File: src/design/hsl_to_rgb_converter_core_defines.svh
// ----------------------------------------------------------------------------
// hsl_to_rgb_converter_core_defines
// assertion macros shared by the converter rtl
// ----------------------------------------------------------------------------
`ifndef HSL_TO_RGB_CONVERTER_CORE_DEFINES_SVH
`define HSL_TO_RGB_CONVERTER_CORE_DEFINES_SVH

// same-cycle implication, checked out of reset
`define HSL_ASSERT_IMPL(label, ante, cons, msg) \
    label: assert property (@(posedge i_clk) disable iff (!i_rst_n) \
        (ante) |-> (cons)) else $error(msg);

// next-cycle implication, checked out of reset
`define HSL_ASSERT_NEXT(label, ante, cons, msg) \
    label: assert property (@(posedge i_clk) disable iff (!i_rst_n) \
        (ante) |=> (cons)) else $error(msg);

`endif

File: src/design/hsl2rgb_pkg.sv
// ----------------------------------------------------------------------------
// hsl2rgb_pkg
// shared widths, constants and sector codes of the hsl to rgb converter
// ----------------------------------------------------------------------------
`default_nettype none

package hsl2rgb_pkg;

    localparam int HUE_W  = 16;
    localparam int Q_W    = 17;
    localparam int CH_W   = 8;
    localparam int H6_W   = HUE_W + 3;
    localparam int AS_W   = 33;
    localparam int NUM_W  = 50;
    localparam int SCL_W  = NUM_W + CH_W;
    localparam int CH_LSB = 49;

    localparam logic [Q_W-1:0]   ONE_Q16   = 17'd65536;
    localparam logic [Q_W:0]     ONE_Q16_W = 18'd65536;

    // hue sector, sixths of a turn
    typedef enum logic [2:0] {
        SEC_R_TO_Y = 3'd0,
        SEC_Y_TO_G = 3'd1,
        SEC_G_TO_C = 3'd2,
        SEC_C_TO_B = 3'd3,
        SEC_B_TO_M = 3'd4,
        SEC_M_TO_R = 3'd5
    } t_sector;

endpackage

`default_nettype wire

File: src/design/hsl_to_rgb_converter_core.sv
// ----------------------------------------------------------------------------
// hsl_to_rgb_converter_core
// five-stage pipelined hsl to rgb pixel converter
// ----------------------------------------------------------------------------
// usage:
//   a pixel (i_hue, i_saturation, i_lightness) is taken at a rising edge with
//   start high and busy low. busy is never raised: one pixel per clock.
//   each result (o_red, o_green, o_blue, o_invalid) appears for one cycle
//   with o_valid high, in order, once its transfer has passed every stage.
//   stages: sector, fraction and lightness term; a*s multiply; (a*s)*t
//   multiply with offset and chroma sums; channel select; scale by 255.
//   throughput is one pixel per cycle; each of the two multiplies takes
//   a stage of its own.
//   saturation or lightness above 1.0 gives zero channels with o_invalid.
//   reset (synchronous, active low) clears the valid bits; pixels in flight
//   are dropped. the receiver cannot stall, results are never held.
// ----------------------------------------------------------------------------
`default_nettype none

module hsl_to_rgb_converter_core (
    input  wire logic                          i_clk,
    input  wire logic                          i_rst_n,
    input  wire logic                          start,
    output logic                               busy,
    input  wire logic [hsl2rgb_pkg::HUE_W-1:0] i_hue,
    input  wire logic [hsl2rgb_pkg::Q_W-1:0]   i_saturation,
    input  wire logic [hsl2rgb_pkg::Q_W-1:0]   i_lightness,
    output logic                               o_valid,
    output logic      [hsl2rgb_pkg::CH_W-1:0]  o_red,
    output logic      [hsl2rgb_pkg::CH_W-1:0]  o_green,
    output logic      [hsl2rgb_pkg::CH_W-1:0]  o_blue,
    output logic                               o_invalid
);

    localparam int QW = hsl2rgb_pkg::Q_W;
    localparam int NW = hsl2rgb_pkg::NUM_W;
    localparam int AW = hsl2rgb_pkg::AS_W;

    // stage 1
    logic [hsl2rgb_pkg::H6_W-1:0] h6;
    logic [QW-1:0]                frac_w;
    logic [QW:0]                  lit2;
    logic [QW:0]                  dev;
    logic                         r1_v, r1_inv;
    logic                         n1_inv;
    hsl2rgb_pkg::t_sector         r1_sec, n1_sec;
    logic [QW-1:0]                r1_t, n1_t;
    logic [QW-1:0]                r1_a, n1_a;
    logic [QW-1:0]                r1_sat, r1_lit;

    // stage 2
    logic [2*QW-1:0]              prod_as;
    logic                         r2_v, r2_inv;
    hsl2rgb_pkg::t_sector         r2_sec;
    logic [QW-1:0]                r2_t, r2_lit;
    logic [AW-1:0]                r2_as, n2_as;

    // stage 3
    logic                         r3_v, r3_inv;
    hsl2rgb_pkg::t_sector         r3_sec;
    logic [NW-1:0]                r3_ast, n3_ast;
    logic [NW-1:0]                r3_mm, n3_mm;
    logic [NW-1:0]                r3_cm, n3_cm;

    // stage 4
    logic [NW-1:0]                xm;
    logic                         r4_v, r4_inv;
    logic [NW-1:0]                r4_r, r4_g, r4_b;
    logic [NW-1:0]                n4_r, n4_g, n4_b;

    // stage 5
    logic                         r5_v, r5_inv;

    logic                         take;

    assign busy = 1'b0;
    assign take = start && !busy;

    // ---- stage 1: sector, fraction, lightness term
    assign h6     = {1'b0, i_hue, 2'b00} + {2'b00, i_hue, 1'b0};
    assign frac_w = {1'b0, h6[hsl2rgb_pkg::HUE_W-1:0]};
    assign n1_sec = hsl2rgb_pkg::t_sector'(h6[hsl2rgb_pkg::H6_W-1:hsl2rgb_pkg::HUE_W]);
    assign n1_t   = h6[hsl2rgb_pkg::HUE_W] ? (hsl2rgb_pkg::ONE_Q16 - frac_w) : frac_w;
    assign lit2   = {i_lightness, 1'b0};
    assign dev    = (lit2 >= hsl2rgb_pkg::ONE_Q16_W) ? (lit2 - hsl2rgb_pkg::ONE_Q16_W)
                                                     : (hsl2rgb_pkg::ONE_Q16_W - lit2);
    assign n1_a   = QW'(hsl2rgb_pkg::ONE_Q16_W - dev);
    assign n1_inv = (i_saturation > hsl2rgb_pkg::ONE_Q16)
                 || (i_lightness > hsl2rgb_pkg::ONE_Q16);

    // ---- stage 2: a * s
    assign prod_as = r1_a * r1_sat;
    assign n2_as   = prod_as[AW-1:0];

    // ---- stage 3: (a*s) * t, offset and chroma sums
    assign n3_ast = r2_as * r2_t;
    assign n3_mm  = {r2_lit, 33'd0} - {1'b0, r2_as, 16'd0};
    assign n3_cm  = {r2_lit, 33'd0} + {1'b0, r2_as, 16'd0};

    // ---- stage 4: second component and channel order
    assign xm = r3_mm + {r3_ast[NW-2:0], 1'b0};

    always_comb begin
        case (r3_sec)
            hsl2rgb_pkg::SEC_R_TO_Y: begin
                n4_r = r3_cm; n4_g = xm;    n4_b = r3_mm;
            end
            hsl2rgb_pkg::SEC_Y_TO_G: begin
                n4_r = xm;    n4_g = r3_cm; n4_b = r3_mm;
            end
            hsl2rgb_pkg::SEC_G_TO_C: begin
                n4_r = r3_mm; n4_g = r3_cm; n4_b = xm;
            end
            hsl2rgb_pkg::SEC_C_TO_B: begin
                n4_r = r3_mm; n4_g = xm;    n4_b = r3_cm;
            end
            hsl2rgb_pkg::SEC_B_TO_M: begin
                n4_r = xm;    n4_g = r3_mm; n4_b = r3_cm;
            end
            default: begin
                n4_r = r3_cm; n4_g = r3_mm; n4_b = xm;
            end
        endcase
    end

    // ---- valid bits
    always_ff @(posedge i_clk) begin
        if (!i_rst_n) begin
            r1_v <= 1'b0;
            r2_v <= 1'b0;
            r3_v <= 1'b0;
            r4_v <= 1'b0;
            r5_v <= 1'b0;
        end else begin
            r1_v <= take;
            r2_v <= r1_v;
            r3_v <= r2_v;
            r4_v <= r3_v;
            r5_v <= r4_v;
        end
    end

    // ---- payload
    always_ff @(posedge i_clk) begin
        r1_inv <= n1_inv;
        r1_sec <= n1_sec;
        r1_t   <= n1_t;
        r1_a   <= n1_a;
        r1_sat <= i_saturation;
        r1_lit <= i_lightness;

        r2_inv <= r1_inv;
        r2_sec <= r1_sec;
        r2_t   <= r1_t;
        r2_lit <= r1_lit;
        r2_as  <= n2_as;

        r3_inv <= r2_inv;
        r3_sec <= r2_sec;
        r3_ast <= n3_ast;
        r3_mm  <= n3_mm;
        r3_cm  <= n3_cm;

        r4_inv <= r3_inv;
        r4_r   <= n4_r;
        r4_g   <= n4_g;
        r4_b   <= n4_b;

        r5_inv <= r4_inv;
    end

    // ---- stage 5: scale by 255
    hsl2rgb_chan u_chan_r (
        .i_clk  (i_clk),
        .i_num  (r4_r),
        .i_clr  (r4_inv),
        .o_chan (o_red)
    );

    hsl2rgb_chan u_chan_g (
        .i_clk  (i_clk),
        .i_num  (r4_g),
        .i_clr  (r4_inv),
        .o_chan (o_green)
    );

    hsl2rgb_chan u_chan_b (
        .i_clk  (i_clk),
        .i_num  (r4_b),
        .i_clr  (r4_inv),
        .o_chan (o_blue)
    );

    assign o_valid   = r5_v;
    assign o_invalid = r5_inv;

    // ---- assertions
`include "hsl_to_rgb_converter_core_defines.svh"

    `HSL_ASSERT_NEXT(a_latency, take, ##4 o_valid, "transfer did not produce a result")
    `HSL_ASSERT_IMPL(a_no_phantom, o_valid, $past(take, 5), "result without a transfer")
    `HSL_ASSERT_IMPL(a_inv_track, o_valid, o_invalid == $past(n1_inv, 5), "invalid flag lost")
    `HSL_ASSERT_IMPL(a_gray, o_valid && $past(i_saturation == '0, 5) && !o_invalid,
        (o_red == o_green) && (o_green == o_blue), "zero saturation not gray")

endmodule

`default_nettype wire

File: src/design/hsl2rgb_chan.sv
// ----------------------------------------------------------------------------
// hsl2rgb_chan
// scales one channel numerator by 255 and keeps the integer part, or zero when cleared, registered
// ----------------------------------------------------------------------------
`default_nettype none

module hsl2rgb_chan (
    input  wire logic                           i_clk,
    input  wire logic [hsl2rgb_pkg::NUM_W-1:0]  i_num,
    input  wire logic                           i_clr,
    output logic      [hsl2rgb_pkg::CH_W-1:0]   o_chan
);

    logic [hsl2rgb_pkg::SCL_W-1:0] scaled;
    logic [hsl2rgb_pkg::CH_W-1:0]  r_chan;
    logic [hsl2rgb_pkg::CH_W-1:0]  n_chan;

    // num * 255 as (num << 8) - num
    assign scaled = {i_num, {hsl2rgb_pkg::CH_W{1'b0}}}
                  - {{hsl2rgb_pkg::CH_W{1'b0}}, i_num};

    assign n_chan = i_clr ? '0
                  : scaled[hsl2rgb_pkg::CH_LSB +: hsl2rgb_pkg::CH_W];

    always_ff @(posedge i_clk) begin
        r_chan <= n_chan;
    end

    assign o_chan = r_chan;

endmodule

`default_nettype wire
File: config.mk
export PLATFORM = sky130hd
export DESIGN_NAME = hsl_to_rgb_converter_core
export DESIGN_NICKNAME = d
export VERILOG_FILES = /design/src/design/hsl2rgb_pkg.sv /design/src/design/hsl_to_rgb_converter_core.sv /design/src/design/hsl2rgb_chan.sv
export VERILOG_INCLUDE_DIRS = /design/src /design/src/design
export SDC_FILE = /design/constraint.sdc
export NUM_CORES = 2
export LEC_CHECK = 0
export BUFFER_PORTS_ARGS = -buffer_cell sky130_fd_sc_hd__clkbuf_2
export CAP_MARGIN = 40
export CORE_ASPECT_RATIO = 1.1
export CORE_MARGIN = 5
export CORE_UTILIZATION = 40
export CTS_CLUSTER_SIZE = 40
export DETAILED_ROUTE_END_ITERATION = 12
export PLACE_DENSITY = 0.6
export SKIP_CTS_REPAIR_TIMING = 1
export SLEW_MARGIN = 0
export SYNTH_ARGS = -nofsm -noshare
export SYNTH_HDL_FRONTEND = slang
export SYNTH_HIERARCHICAL = 1
export SYNTH_SLANG_ARGS = --single-unit
File: constraint.sdc
create_clock -name i_clk -period 6 [get_ports i_clk]
set_clock_uncertainty 0.05 [all_clocks]
set_input_delay 1.2 -clock i_clk [delete_from_list [all_inputs] [get_ports i_clk]]
set_output_delay 1.2 -clock i_clk [all_outputs]
set_load 0.02 [all_outputs]
-- Word-level counts from Yosys, hierarchy flattened
Cells that the tools add are included.
- flip-flop bits (word level): 477
- output and inout port bits: 27
- word-level logic and storage cells: 63
- add/subtract/negate cells: 11
- $mul: 2
- $lt $le $gt $ge: 3
- eq/ne operators: 4
- muxes and demuxes: 5
- reduce and logical (&&, ||, !) cells: 8
- operators by type and width (operator ; count):
    one-hot mux 50 bit (2 select lines) ; 3
    subtractor 57 x 50 -> 57 bit ; 3
    adder 50 x 49 -> 50 bit ; 1
    adder 50 bit ; 1
    subtractor 50 x 49 -> 50 bit ; 1
    multiplier 33 x 17 -> 49 bit ; 1
    > comparator 17 bit (second input constant) ; 2
    subtractor 17 bit (first input constant) ; 2
    multiplier 17 x 17 -> 33 bit ; 1
    adder 18 x 17 -> 19 bit ; 1
    greater-or-equal comparator 18 x 17 -> 1 bit (second input constant) ; 1
    2-to-1 mux 17 bit ; 1
    subtractor 17 x 16 -> 17 bit (first input constant) ; 1
    subtractor 17 bit (second input constant) ; 1
    2-to-1 mux 16 bit ; 1
    OR reduction 2 bit ; 6
    == test 3 x 2 -> 1 bit (second input constant) ; 2
    == test 3 x 1 -> 1 bit (second input constant) ; 1
    == test 3 bit (second input constant) ; 1
    zero test 3 bit ; 1
    logical OR 1 bit ; 1

-- Depth between registers and ports, before layout
- depth in word-level cells: 3
- gate-level depth with buffers: 26
- depth with buffers taken out: 24

-- Cells and area by module
The synthesis kept the hierarchy.
- modules (own cells, without submodules) (module ; instances ; cells each ; area an instance (µm²)):
    hsl_to_rgb_converter_core ; 1 ; 4587 ; 40990.6
    hsl2rgb_chan ; 3 ; 327 ; 2208.4

-- Worst setup path before layout
Ideal clock, no wire load.
- kind: register to register
- from: reg r2_as[8]
- to: reg r3_ast[38]
- library setup time: 0.125 ns
- arrival time: 6.132 ns
- data required time: 5.825 ns
- setup slack: -0.307 ns
- stages on the path, launching flop included: 25
- buffers on the path: 2
- period minus slack after synthesis: 6.307 ns
- cells stage by stage: dfxtp_1 > clkbuf_1 > clkbuf_1 > nand2_1 > fa_1 > inv_1 > fa_1 > inv_1 > fa_1 > inv_1 > fa_1 > fa_1 > inv_1 > fa_1 > inv_1 > ha_1 > a21oi_1 > o21ai_0 > a221oi_1 > o21ai_1 > a21o_1 > o31a_1 > a21boi_1 > nor2_1 > o41a_1
- word-level cells in the longest chain between the ends: 1
- RTL lines (item ; line ; source):
    from (decl) ; hsl_to_rgb_converter_core.sv:56 ; logic [AW-1:0] r2_as, n2_as;
    from (signal assigned) ; hsl_to_rgb_converter_core.sv:156 ; r2_as <= n2_as;
    multiplier 33 x 17 -> 49 bit ; hsl_to_rgb_converter_core.sv:96 ; assign n3_ast = r2_as * r2_t;
    net n3_ast[38] ; hsl_to_rgb_converter_core.sv:61 ; logic [NW-1:0] r3_ast, n3_ast;
    to (signal assigned) ; hsl_to_rgb_converter_core.sv:160 ; r3_ast <= n3_ast;
    to (decl) ; hsl_to_rgb_converter_core.sv:61 ;
The timed path passes the listed nets, and every way through them passes these cells.
A chain may end at the register's enable or synchronous reset.

-- Final worst setup path
- from: reg r2_t[6]
- to: reg r3_ast[46]
- word-level cells in the longest chain between the ends: 1
- RTL lines (item ; line ; source):
    from (decl) ; hsl_to_rgb_converter_core.sv:55 ; logic [QW-1:0] r2_t, r2_lit;
    from (signal assigned) ; hsl_to_rgb_converter_core.sv:154 ; r2_t <= r1_t;
    multiplier 33 x 17 -> 49 bit ; hsl_to_rgb_converter_core.sv:96 ;
    net n3_ast[46] ; hsl_to_rgb_converter_core.sv:61 ;
The timed path passes the listed nets, and every way through them passes these cells.

==> metrics.csv <==
stage,metric,value,unit
run_status,outcome,"complete, but fails checks",
run_status,violated checks,setup timing,
setup_path,Worst Path Required,6510,ps
detailed_routing,DR iter-0 viols,2789,
synthesis,Synth Register Bits,426,
clock_network,H-tree Lvls,2,
sta,Final Cycle Share,1.015,
detailed_routing,Vias,39290,
clock_network,CTS Root Cell,clkbuf_16,
floorplan,initial core utilization,0.4032,
sta,fmax,164.2,MHz
global_routing,first-pass GRT wire length,218500,um
global_routing,largest net degree at the start of global routing,73,
detailed_routing,DRT Wirelength,138800,um
floorplan,die area,126000,um^2
synthesis,post-synthesis sequential area ratio,0.1791,
clock_network,TritonCTS buffer count,48,
placed_design,port bufs,78,
detailed_routing,post-route ant nets,0,
synthesis,Yosys cell types,91,
synthesis,fraction of registers with async set or reset after synthesis,0,
floorplan,core area,118100,um^2
detailed_routing,drc violations,0,
final_layout,"commonest non-fill, non-tap cell in the layout",inv_1,
synthesis,Post-synth EDFFs,0,
clock_network,clk_lat worst skew,660,ps
synthesis,most common flop cell mapped by yosys,dfxtp_1,
sta,Final Hold Fails,0,
detailed_routing,drt pass-1 iters,8,
sta,Max-slew headroom,0.3866,
global_routing,Total GRT Usage,0.2155,
sta,final setup fails,2,
final_layout,nets@finish,7035,
placed_design,routability cong.,0.9140,
floorplan,chip width,339.0,um
setup_path,Setup crit end kind,flop,
global_routing,GRT overflow,0,
sta,Tightest Pin Transition,917.9,ps
clock_network,CTS tree,yes,
hold_path,classification of the worst-slack hold path,reg -> reg,
synthesis,Mapped Avg Cell Area,8.552,um^2
floorplan,io pins,80,
synthesis,synthesized area,47620,um^2
final_layout,Final Cell Area,55470,um^2
clock_network,clk slew on worst S/H paths,70,ps
sta,RSZ-0062 raised after global routing,true,
floorplan,die height,371.9,um
clock_network,Clock Tree Buf Depth,3,
run,Max-Cap Viols,0,
synthesis,Synthesis Warnings,6,
global_routing,vias in the first global route,40070,
sta,"Slew Viols, Final",0,
final_layout,n_diodes,0,
clock_network,clk sink count,426,
setup_path,type of origin of the critical path,flop,
sta,Setup Total Neg Slack,-134.9,ps
setup_path,arrival time of the worst setup path,6600,ps
global_routing,antenna violations before repair,3,
sta,fin crit period,6091,ps
final_layout,share of cells above drive strength 1,0.1303,
detailed_routing,WL per Instance,18.56,um
setup_path,critical path class,reg -> reg,
synthesis,Syn Inst Count,5568,
setup_path,CP max FO,8,
final_layout,P&R area growth vs syn,16.50,%
sta,final setup margin,-90.66,ps
detailed_routing,Vias/cell,5.257,
floorplan,FP Rows,132,
placed_design,post-DP HPWL,114400,um
final_layout,most frequent cells in the layout,"inv_1 (938), nand2_1 (666), fa_1 (614), ha_1 (437), dfxtp_1 (379)",
placed_design,placed cell area,52530,um^2
[state kept, by name, indices dropped and copies added (netlist names), 32 cells and up]
register / cells
r3_mm: 32
r4_g: 47
r2_as: 32
r3_ast: 47
r3_cm: 33
r4_b: 47
r4_r: 47
[through the flow]
| stage | cells | hold slack (ps) | utilization | worst slack (ps) |
|---|---|---|---|---|
| 3_3_place_gp | 7344 | 260.2 | 0.4440 | -498.8 |
| 2_1_floorplan | 5586 | 259.6 | - | 5.853 |
| 6_report | 7475 | 270.3 | 0.4698 | -90.66 |
| 5_1_grt | 7475 | 278.5 | 0.4698 | -316.1 |
| 3_5_place_dp | 7350 | 262.1 | 0.4449 | -570.3 |
| 4_1_cts | 7437 | 273.0 | 0.4589 | -545.7 |
[logic make-up after synthesis]
group,count (synthesis),synth area share
AND/OR/NAND/NOR,1694,0.1726
adder cells (fa/ha/maj),1085,0.3841
AO/OA/AOI/OAI,990,0.1331
buffers and inverters,1164,0.09189
other,1,0.00007876
XOR/XNOR,194,0.03568
multiplexers,14,0.003363
flip-flops,426,0.1791
[layer usage]
| metal | part of all wire | track usage |
|---|---|---|
| met5 | 0.00022 | 0 |
| met4 | 0.044 | 0.08546 |
| met3 | 0.051 | 0.02339 |
| met2 | 0.49 | 0.3800 |
| met1 | 0.41 | 0.2716 |
[critical path, cell delays in order (launching register included)]
cell      delay, ps
dfxtp_4         400
buf_8           160
and2_4          160
fa_1            510
inv_2            40
fa_1            460
fa_1            510
inv_2            40
fa_1            480
fa_1            540
inv_1            50
fa_1            490
inv_2            50
ha_4            250
nand4_1         170
nor3_4           80
a221oi_4        350
o21ai_2         110
a21o_1          200
o31a_1          290
a311o_1         360
a21oi_2         160
xnor2_1         120
[Yosys cell counts, types with 33 or more instances]
cell / instances / area share
inv_1: 948 / 0.075
nand2_1: 675 / 0.053
fa_1: 628 / 0.26
ha_1: 457 / 0.12
dfxtp_1: 426 / 0.18
and2_1: 377 / 0.050
a21oi_1: 331 / 0.035
nor2_1: 254 / 0.020
clkbuf_1: 204 / 0.016
o21ai_0: 166 / 0.017
xnor2_1: 125 / 0.023
nor3_1: 97 / 0.010
a21o_1: 92 / 0.015
xor2_1: 69 / 0.013
nand3_1: 62 / 0.0065
nand4_1: 47 / 0.0062
a211oi_1: 38 / 0.0060
a22oi_1: 36 / 0.0057
o21a_1: 34 / 0.0054
o21bai_1: 33 / 0.0052
[path summary, 6_finish.rpt]
kind | from | to | slack, ps | depth (start not counted)
worst max-delay path | r2_t[6] | r3_ast[46] | -90 | 22
worst min-delay path | r1_sec[1] | r2_sec[1] | 270 | 0
worst max register to register | r2_t[6] | r3_ast[46] | -90 | 22
worst min register to register | r1_sec[1] | r2_sec[1] | 270 | 0
[cell type report]
type                    instances  area, um^2
clock inverters                32       405.4
repair buffers                476        4138
clock buffers                  55        1247
inverters                     949        3562
well taps                    1541        1928
fillers                     11430       62620
flip-flops and latches        426        8655
multi-input cells            3996       35540
Power is left out: the tool's default activity adds up to more than one toggle a clock period on the data nets, which glitch-free logic cannot reach.
